--- src/hw/rtl/assert_macros.svh ---
// Assertion macros for the RTL file that carries checks (box_filter_running_sum.sv).
`ifndef ASSERT_MACROS_SVH
`define ASSERT_MACROS_SVH

`ifndef ASSERT_OFF

// The consequent must hold in the same cycle as the antecedent.
`define ASSERT_IMP(label, clk, rst, ante, cons) \
  label: assert property (@(posedge clk) disable iff (rst) (ante) |-> (cons)) \
    else $error("assertion failed");

// The consequent must hold in the cycle after the antecedent.
`define ASSERT_NEXT(label, clk, rst, ante, cons) \
  label: assert property (@(posedge clk) disable iff (rst) (ante) |=> (cons)) \
    else $error("assertion failed");

`else

`define ASSERT_IMP(label, clk, rst, ante, cons)
`define ASSERT_NEXT(label, clk, rst, ante, cons)

`endif

`endif

--- src/hw/rtl/bfrs_pkg.sv ---
`timescale 1ns / 1ps

package bfrs_pkg;

  localparam int MAX_WINDOW  = 64;
  localparam int SAMPLE_BITS = 16;

  localparam int SAMPLE_W    = 16;
  localparam int WSIZE_BITS  = 7;
  localparam int RECIP_BITS  = 17;
  localparam int MEAN_BITS   = 24;
  localparam int FRAC_SHIFT  = 8;
  localparam int DATA_BITS   = 32;
  localparam int PADDR_BITS  = 3;

  localparam int STORE_BITS  = (SAMPLE_BITS < SAMPLE_W) ? SAMPLE_BITS : SAMPLE_W;
  localparam int PTR_BITS    = (MAX_WINDOW > 1) ? $clog2(MAX_WINDOW) : 1;
  localparam int CNT_BITS    = $clog2(MAX_WINDOW + 1);
  localparam int SUM_BITS    = STORE_BITS + PTR_BITS;
  localparam int PROD_BITS   = SUM_BITS + RECIP_BITS;
  localparam int WIDE_BITS   = (PROD_BITS > FRAC_SHIFT + MEAN_BITS) ?
                               PROD_BITS : FRAC_SHIFT + MEAN_BITS;

  localparam logic [WSIZE_BITS-1:0] WINDOW_SIZE_RESET = 7'd7;
  localparam logic [RECIP_BITS-1:0] RECIP_RESET       = 17'd9362;

  localparam logic REG_WINDOW_SIZE = 1'b0;
  localparam logic REG_RECIPROCAL  = 1'b1;

  typedef struct packed {
    logic                  step;
    logic                  clear;
    logic                  line_start;
    logic [STORE_BITS-1:0] sample;
  } win_req_t;

  typedef struct packed {
    logic                full;
    logic [SUM_BITS-1:0] sum;
  } win_res_t;

  // Window length in use: zero counts as one, large values saturate.
  function automatic logic [CNT_BITS-1:0] eff_window(input logic [WSIZE_BITS-1:0] ws);
    logic [CNT_BITS-1:0] w;
    if (ws == '0) begin
      w = CNT_BITS'(1);
    end else if (32'(ws) > 32'(MAX_WINDOW)) begin
      w = CNT_BITS'(MAX_WINDOW);
    end else begin
      w = CNT_BITS'(ws);
    end
    return w;
  endfunction

  // Drops the fraction bits beyond Q16.8 and saturates to the mean width.
  function automatic logic [MEAN_BITS-1:0] sat_mean(input logic [PROD_BITS-1:0] prod);
    logic [WIDE_BITS-1:0] x;
    logic [MEAN_BITS-1:0] m;
    x = WIDE_BITS'(prod) >> FRAC_SHIFT;
    if (x > WIDE_BITS'({MEAN_BITS{1'b1}})) begin
      m = {MEAN_BITS{1'b1}};
    end else begin
      m = MEAN_BITS'(x);
    end
    return m;
  endfunction

endpackage

--- src/hw/rtl/bfrs_window.sv ---
`timescale 1ns / 1ps

module bfrs_window (
  input  logic                           clk,
  input  logic                           rst,
  input  logic [bfrs_pkg::CNT_BITS-1:0]  win_len,
  input  bfrs_pkg::win_req_t             req,
  output bfrs_pkg::win_res_t             res
);

  logic [bfrs_pkg::STORE_BITS-1:0] store [bfrs_pkg::MAX_WINDOW];

  logic [bfrs_pkg::SUM_BITS-1:0]   running_sum;
  logic [bfrs_pkg::SUM_BITS-1:0]   running_sum_next;
  logic [bfrs_pkg::CNT_BITS-1:0]   fill_count;
  logic [bfrs_pkg::CNT_BITS-1:0]   fill_count_next;
  logic [bfrs_pkg::PTR_BITS-1:0]   write_pointer;
  logic [bfrs_pkg::PTR_BITS-1:0]   write_pointer_next;
  logic [bfrs_pkg::STORE_BITS-1:0] oldest;

  logic [bfrs_pkg::SUM_BITS-1:0]   sum_base;
  logic [bfrs_pkg::SUM_BITS-1:0]   sum_step;
  logic [bfrs_pkg::CNT_BITS-1:0]   cnt_base;
  logic [bfrs_pkg::CNT_BITS-1:0]   cnt_step;
  logic [bfrs_pkg::PTR_BITS-1:0]   ptr;
  logic [bfrs_pkg::PTR_BITS-1:0]   ptr_step;
  logic                            was_full;

  always_comb begin
    if (req.line_start) begin
      sum_base = '0;
      cnt_base = '0;
      ptr      = '0;
    end else begin
      sum_base = running_sum;
      cnt_base = fill_count;
      ptr      = (bfrs_pkg::CNT_BITS'(write_pointer) >= win_len) ? '0 : write_pointer;
    end

    was_full = (cnt_base >= win_len);
    sum_step = sum_base - (was_full ? bfrs_pkg::SUM_BITS'(oldest) : '0)
               + bfrs_pkg::SUM_BITS'(req.sample);

    if (bfrs_pkg::CNT_BITS'(ptr) + bfrs_pkg::CNT_BITS'(1) >= win_len) begin
      ptr_step = '0;
    end else begin
      ptr_step = ptr + bfrs_pkg::PTR_BITS'(1);
    end

    cnt_step = (cnt_base < win_len) ? cnt_base + bfrs_pkg::CNT_BITS'(1) : cnt_base;

    res.full = (cnt_step >= win_len);
    res.sum  = sum_step;

    if (req.clear) begin
      running_sum_next   = '0;
      fill_count_next    = '0;
      write_pointer_next = '0;
    end else if (req.step) begin
      running_sum_next   = sum_step;
      fill_count_next    = cnt_step;
      write_pointer_next = ptr_step;
    end else begin
      running_sum_next   = running_sum;
      fill_count_next    = fill_count;
      write_pointer_next = write_pointer;
    end
  end

  always_ff @(posedge clk) begin
    if (rst) begin
      running_sum   <= '0;
      fill_count    <= '0;
      write_pointer <= '0;
    end else begin
      running_sum   <= running_sum_next;
      fill_count    <= fill_count_next;
      write_pointer <= write_pointer_next;
    end
  end

  // The oldest sample is prefetched from the slot that write_pointer_next names; a write to the same slot is forwarded.
  always_ff @(posedge clk) begin
    if (req.step) begin
      store[ptr] <= req.sample;
    end
    if (req.step && (ptr == write_pointer_next)) begin
      oldest <= req.sample;
    end else begin
      oldest <= store[write_pointer_next];
    end
  end

endmodule

--- src/hw/rtl/box_filter_running_sum.sv ---
`timescale 1ns / 1ps
`include "assert_macros.svh"

// Sliding box filter over a line of samples. One sample request is taken in every clock
// unless sample_stall holds it off; once the window holds window_size samples (zero counts
// as one, capped at 64) each request yields one mean, sum times reciprocal_q16 shifted
// right by eight (Q16.8, saturated to 24 bits), which passes through the sum, product and
// output registers. The rate is set by the running sum loop, which adds the new sample and
// subtracts the oldest one, prefetched from the window memory, in one combinational step.
// A request flagged line_start empties the window first, as does a write of window_size.

module box_filter_running_sum (
  input  logic                              clk,
  input  logic                              rst,
  input  logic                              sample_valid,
  output logic                              sample_stall,
  input  logic [bfrs_pkg::SAMPLE_W-1:0]     sample,
  input  logic                              line_start,
  input  logic                              line_end,
  output logic                              mean_valid,
  input  logic                              mean_stall,
  output logic [bfrs_pkg::MEAN_BITS-1:0]    mean_value,
  output logic                              last_of_line,
  input  logic                              psel,
  input  logic                              penable,
  input  logic                              pwrite,
  input  logic [bfrs_pkg::PADDR_BITS-1:0]   paddr,
  input  logic [bfrs_pkg::DATA_BITS-1:0]    pwdata,
  output logic [bfrs_pkg::DATA_BITS-1:0]    prdata,
  output logic                              pready
);

  logic [bfrs_pkg::WSIZE_BITS-1:0] window_size;
  logic [bfrs_pkg::RECIP_BITS-1:0] reciprocal_q16;
  logic [bfrs_pkg::CNT_BITS-1:0]   win_len;
  logic                            cfg_write;
  logic                            size_write;

  logic                            in_valid;
  logic [bfrs_pkg::STORE_BITS-1:0] in_sample;
  logic                            in_start;
  logic                            in_end;

  logic                            s_valid;
  logic [bfrs_pkg::SUM_BITS-1:0]   s_sum;
  logic                            s_last;

  logic                            m_valid;
  logic [bfrs_pkg::PROD_BITS-1:0]  m_prod;
  logic                            m_last;

  logic                            o_move;
  logic                            m_move;
  logic                            s_move;
  logic                            step;

  bfrs_pkg::win_req_t              win_req;
  bfrs_pkg::win_res_t              win_res;

  assign pready     = 1'b1;
  assign cfg_write  = psel && penable && pwrite && pready;
  assign size_write = cfg_write && (paddr[2] == bfrs_pkg::REG_WINDOW_SIZE);

  always_ff @(posedge clk) begin
    if (rst) begin
      window_size    <= bfrs_pkg::WINDOW_SIZE_RESET;
      reciprocal_q16 <= bfrs_pkg::RECIP_RESET;
      win_len        <= bfrs_pkg::eff_window(bfrs_pkg::WINDOW_SIZE_RESET);
    end else if (cfg_write) begin
      case (paddr[2])
        bfrs_pkg::REG_WINDOW_SIZE: begin
          window_size <= pwdata[bfrs_pkg::WSIZE_BITS-1:0];
          win_len     <= bfrs_pkg::eff_window(pwdata[bfrs_pkg::WSIZE_BITS-1:0]);
        end
        bfrs_pkg::REG_RECIPROCAL: begin
          reciprocal_q16 <= pwdata[bfrs_pkg::RECIP_BITS-1:0];
        end
        default: begin
        end
      endcase
    end
  end

  always_comb begin
    case (paddr[2])
      bfrs_pkg::REG_WINDOW_SIZE: prdata = bfrs_pkg::DATA_BITS'(window_size);
      bfrs_pkg::REG_RECIPROCAL:  prdata = bfrs_pkg::DATA_BITS'(reciprocal_q16);
      default:                   prdata = '0;
    endcase
  end

  assign o_move       = !mean_valid || !mean_stall;
  assign m_move       = !m_valid || o_move;
  assign s_move       = !s_valid || m_move;
  assign step         = in_valid && s_move;
  assign sample_stall = in_valid && !s_move;

  assign win_req.step       = step;
  assign win_req.clear      = size_write;
  assign win_req.line_start = in_start;
  assign win_req.sample     = in_sample;

  bfrs_window u_window (
    .clk     (clk),
    .rst     (rst),
    .win_len (win_len),
    .req     (win_req),
    .res     (win_res)
  );

  always_ff @(posedge clk) begin
    if (rst) begin
      in_valid   <= 1'b0;
      s_valid    <= 1'b0;
      m_valid    <= 1'b0;
      mean_valid <= 1'b0;
    end else begin
      if (!sample_stall) begin
        in_valid <= sample_valid;
      end
      if (s_move) begin
        s_valid <= step && win_res.full;
      end
      if (m_move) begin
        m_valid <= s_valid;
      end
      if (o_move) begin
        mean_valid <= m_valid;
      end
    end
  end

  always_ff @(posedge clk) begin
    if (sample_valid && !sample_stall) begin
      in_sample <= sample[bfrs_pkg::STORE_BITS-1:0];
      in_start  <= line_start;
      in_end    <= line_end;
    end
    if (s_move) begin
      s_sum  <= win_res.sum;
      s_last <= in_end;
    end
    if (m_move) begin
      m_prod <= bfrs_pkg::PROD_BITS'(s_sum) * bfrs_pkg::PROD_BITS'(reciprocal_q16);
      m_last <= s_last;
    end
    if (o_move) begin
      mean_value   <= bfrs_pkg::sat_mean(m_prod);
      last_of_line <= m_last;
    end
  end

  `ASSERT_NEXT(a_no_mean_before_full, clk, rst, step && !win_res.full, !s_valid)
  `ASSERT_IMP(a_stall_only_when_held, clk, rst, sample_stall, in_valid && s_valid && m_valid)
  `ASSERT_NEXT(a_product_held, clk, rst, m_valid && !o_move, m_valid)

endmodule
--- config.mk ---
export PLATFORM = sky130hd
export DESIGN_NAME = box_filter_running_sum
export DESIGN_NICKNAME = d
export VERILOG_FILES = /design/src/hw/rtl/bfrs_pkg.sv /design/src/hw/rtl/bfrs_window.sv /design/src/hw/rtl/box_filter_running_sum.sv
export VERILOG_INCLUDE_DIRS = /design/src /design/src/hw/rtl
export SDC_FILE = /design/constraint.sdc
export NUM_CORES = 2
export LEC_CHECK = 0
export BUFFER_PORTS_ARGS = -buffer_cell sky130_fd_sc_hd__buf_4
export CAP_MARGIN = 0
export CORE_MARGIN = 3
export CORE_UTILIZATION = 40
export CTS_CLUSTER_SIZE = 12
export DETAILED_ROUTE_END_ITERATION = 8
export MAX_ROUTING_LAYER = met4
export PLACE_DENSITY_LB_ADDON = 0.3
export SYNTH_ARGS = -nofsm -noshare
export SYNTH_HDL_FRONTEND = slang
export SYNTH_SLANG_ARGS = --single-unit
--- constraint.sdc ---
create_clock -name clk -period 10.2 [get_ports clk]
set_input_delay 0.51 -clock clk [delete_from_list [all_inputs] [get_ports clk]]
set_output_delay 0.51 -clock clk [all_outputs]
set_load 0.03 [all_outputs]
==> results.json <==
{
  "drt_wl_total_um": 139000,
  "worstPathArrival_ps": 7750,
  "worstReg2RegStart": "s_sum[13]",
  "overflow": 0,
  "drtPass1Iterations": 5,
  "worstHoldEndpoint": "in_valid",
  "max-cap-violations": 0,
  "grt_pass1_vias": 32500,
  "p_per_area_mw_per_mm2": 316,
  "nFillCells": 12800,
  "clkTransAtPathRegs_ps": 60,
  "die_h_um": 392,
  "ys_warn_count": 0,
  "finalSetupTns_ps": 0,
  "fin_area_mm2": 0.0665,
  "synth_edf_count": 1122,
  "cts_buffers": 119,
  "worst_pin_slew_ps": 1260,
  "rsz0062_at_grt": "no",
  "clk_latency_ps": 740,
  "dr.first_iter.drc_count": 2439,
  "drive_above_1_share_pct": 18.4,
  "start_util_pct": 40.6,
  "ant_nets": 0,
  "syn_inst": 3744,
  "p_leak_uw": 0.0239,
  "ys.flop_type": "edfxtp_1",
  "status": "completed",
  "dp_hpwl_um": 87300,
  "avgSynthCellArea_um2": 15.9,
  "ir_worst_vdd_mv": 0.731,
  "syn_area_mm2": 0.0595,
  "maxSlewViolCount": 0,
  "layout.nets": 4463,
  "ff2ff_path_depth": 22,
  "r2r_end": "m_prod[38]",
  "fmax_mhz": 137,
  "fin_crit_ps": 7310,
  "setup_viol": 0,
  "endpoint_kind": "flip-flop",
  "grt_first_pass_wirelength_um": 209000,
  "die_w_um": 392,
  "ys_types": 65,
  "cts_setup_buffers": 0,
  "critPathLaunchType": "flip-flop",
  "cp_cell_sequence": "nand2_1 -> fa_1 -> inv_1 -> fa_1 -> inv_1 -> fa_1 -> inv_1 -> fa_1 -> inv_1 -> fa_1 -> inv_1 -> fa_1 -> ha_1 -> a21o_1 -> a21o_1 -> a21oi_1 -> o21bai_1 -> o311ai_0 -> a21oi_1 -> a311o_1 -> a21oi_1 -> xnor2_1",
  "ys_ff_latch": 1198,
  "grt_use_total_pct": 18.9,
  "finalHoldViolations": 0,
  "clock-sinks": 1198,
  "slew_headroom_pct": 16.0,
  "holdPathStages": 3,
  "cts_resized": 0,
  "route.detailed.drc": 0,
  "die_area_mm2": 0.154,
  "cp_max_fo": 17,
  "hold_class": "input port to flip-flop",
  "finClkSkew_ps": 44.1,
  "wl_per_cell_um": 23.5,
  "cts_tree": "yes",
  "crit_top_cell": "fa_1",
  "antenna_found_initial": 8,
  "hp-start": "sample_valid",
  "worst_path_max_delay_cell": "edfxtp_1",
  "ys_seq_area_share_pct": 59.1,
  "vias": 31600,
  "clock-root-buffer": "clkbuf_16",
  "htree_levels": 3,
  "areaGrowthSynthToFinish_pct": 11.8,
  "row_count": 140,
  "place_area_mm2": 0.0628,
  "pin_count": 120,
  "place.gp.congestion": 0.819,
  "coreArea_mm2": 0.147,
  "avgViaCountPerCell": 5.34,
  "clockBufferDepth": 3,
  "critPathKind": "flip-flop to flip-flop",
  "grt_max_degree": 89,
  "min_period_over_period_pct": 71.6,
  "slowest_delay_ps": 870,
  "crit_required_ps": 10650,
  "synthArstFlopShare_pct": 0,
  "r2r_setup_slack_ps": 2890,
  "portBuffers": 86
}
[final cells by class]
| cell class | instances | area, um2 | share of cell area [%] |
|---|---|---|---|
| clock inverters | 27 | 256 | 0.385 |
| diodes | 2 | 5.00 | 0.00752 |
| multi-input cells | 1926 | 21900 | 32.9 |
| inverters | 446 | 1670 | 2.52 |
| clock buffers | 160 | 3190 | 4.80 |
| well taps | 1917 | 2400 | 3.60 |
| flip-flops and latches | 1198 | 35200 | 52.9 |
| repair buffers | 237 | 1900 | 2.85 |
[per-stage QoR]
step                      cells  utilization (%)  power (uW)  worst slack (ps)  hold WS, ps
final                      5913             45.3       21000              2890         50.4
after floorplan            3758                -       14500              3980          400
after global placement     5696             42.8       17300              2920          401
after detailed placement   5696             42.8       17300              2940          406
after global routing       5912             45.3       23100              2550         8.17
after CTS                  5911             45.3       21400              2890        0.394
[registers in the layout (all words and copies together) (netlist names), 6 cells and up, named ones only]
| register | count |
|---|---|
| u_window.running_sum | 22 |
| s_sum | 22 |
| mean_value | 24 |
| u_window.write_pointer | 6 |
| u_window.store | 1024 |
| win_len | 7 |
| u_window.fill_count | 7 |
| m_prod | 31 |
| in_sample | 16 |
| window_size | 7 |
| reciprocal_q16 | 17 |
[cells in the mapped netlist (all sizes together) (3+ instances only)]
library cell | number | share of area, %
nand2b | 37 | 0.39
o21bai | 6 | 0.076
xnor2 | 33 | 0.49
nor2 | 124 | 0.81
o21a | 7 | 0.088
inv | 446 | 2.8
a22o | 5 | 0.074
ha | 162 | 3.4
nand2 | 333 | 2.1
mux2 | 8 | 0.15
o211ai | 5 | 0.063
nand3 | 15 | 0.13
o21ai | 31 | 0.26
nor2b | 38 | 0.40
nand3b | 13 | 0.16
mux4 | 336 | 13
fa | 313 | 11
or3 | 8 | 0.084
clkbuf | 117 | 0.74
dfxtp | 76 | 2.6
buf | 71 | 0.63
edfxtp | 1122 | 57
xor2 | 25 | 0.37
and2 | 168 | 1.8
a21oi | 85 | 0.71
and4 | 6 | 0.088
and3 | 8 | 0.084
nand4 | 10 | 0.11
or2 | 25 | 0.26
nor3 | 20 | 0.17
nand4b | 3 | 0.044
o41ai | 3 | 0.044
a21o | 39 | 0.49
nor3b | 5 | 0.063
a211oi | 10 | 0.13
[cell usage in the layout, fill, tap and decap left out, types with 33 or more instances in the layout]
master | synthesis | routed
edfxtp_1 | 1122 | 1122
inv_1 | 446 | 446
mux4_2 | 336 | 336
nand2_1 | 333 | 333
fa_1 | 313 | 313
buf_4 | 17 | 205
and2_1 | 168 | 168
ha_1 | 162 | 162
clkbuf_16 | 0 | 120
nor2_1 | 117 | 117
a21oi_1 | 85 | 85
dfxtp_1 | 76 | 72
a21o_1 | 39 | 39
nor2b_1 | 38 | 38
nand2b_1 | 37 | 37
clkbuf_1 | 117 | 36
xnor2_1 | 33 | 33
[per-layer routing]
layer | routed length [um] | track usage, % | vias up
met5 | 0 | - | -
met4 | 4150 | 5.61 | 0
met3 | 9350 | 3.81 | 195
met2 | 68100 | 30.0 | 916
met1 | 57500 | 24.7 | 16700
li1 | - | - | 13800
[power by group]
group          switching [uW]  internal, uW  leakage [uW]
Combinational            6050          4520        0.0114
Clock                    1800          2200       0.00167
Sequential                311          6170        0.0108
Total                    8160         12900        0.0239
[how the worst max path moves through the flow]
stage          cells after the start  slack, ps         end       from
4_1_cts                           22       2890  m_prod[38]  s_sum[13]
3_5_place_dp                      22       2940  m_prod[38]  s_sum[13]
5_1_grt                           22       2550  m_prod[38]  s_sum[13]
2_1_floorplan                     24       3980  m_prod[38]   s_sum[9]
6_report                          22       2890  m_prod[38]  s_sum[13]
3_3_place_gp                      22       2920  m_prod[38]  s_sum[10]
[critical path: cells and delay by family (launching register included)]
kind / cells / cell delay [ps]
AND/OR/NAND/NOR: 1 / 180
AO/OA/AOI/OAI: 8 / 2290
flip-flops: 1 / 870
buffers and inverters: 5 / 270
adder cells (fa/ha/maj): 7 / 3350
XOR/XNOR: 1 / 80
[cells by family (layout without fill, tap and decap cells)]
kind of cell	Yosys count	count (layout)	share of synthesized area, %
flops	1198	1198	59.1
simple gates	818	818	6.72
buf+inv	634	870	4.18
fa+ha+maj	475	475	13.9
mux	345	345	12.9
compound gates	214	214	2.28
xor+xnor	58	58	0.853
other cells	2	18	0.0126
[repair_timing]
item,in CTS,in global routing
hold buffers,28,0
setup endpoints to repair,0,0
endpoints found under the hold margin,28,0
(Power assumes the default switching activity.)
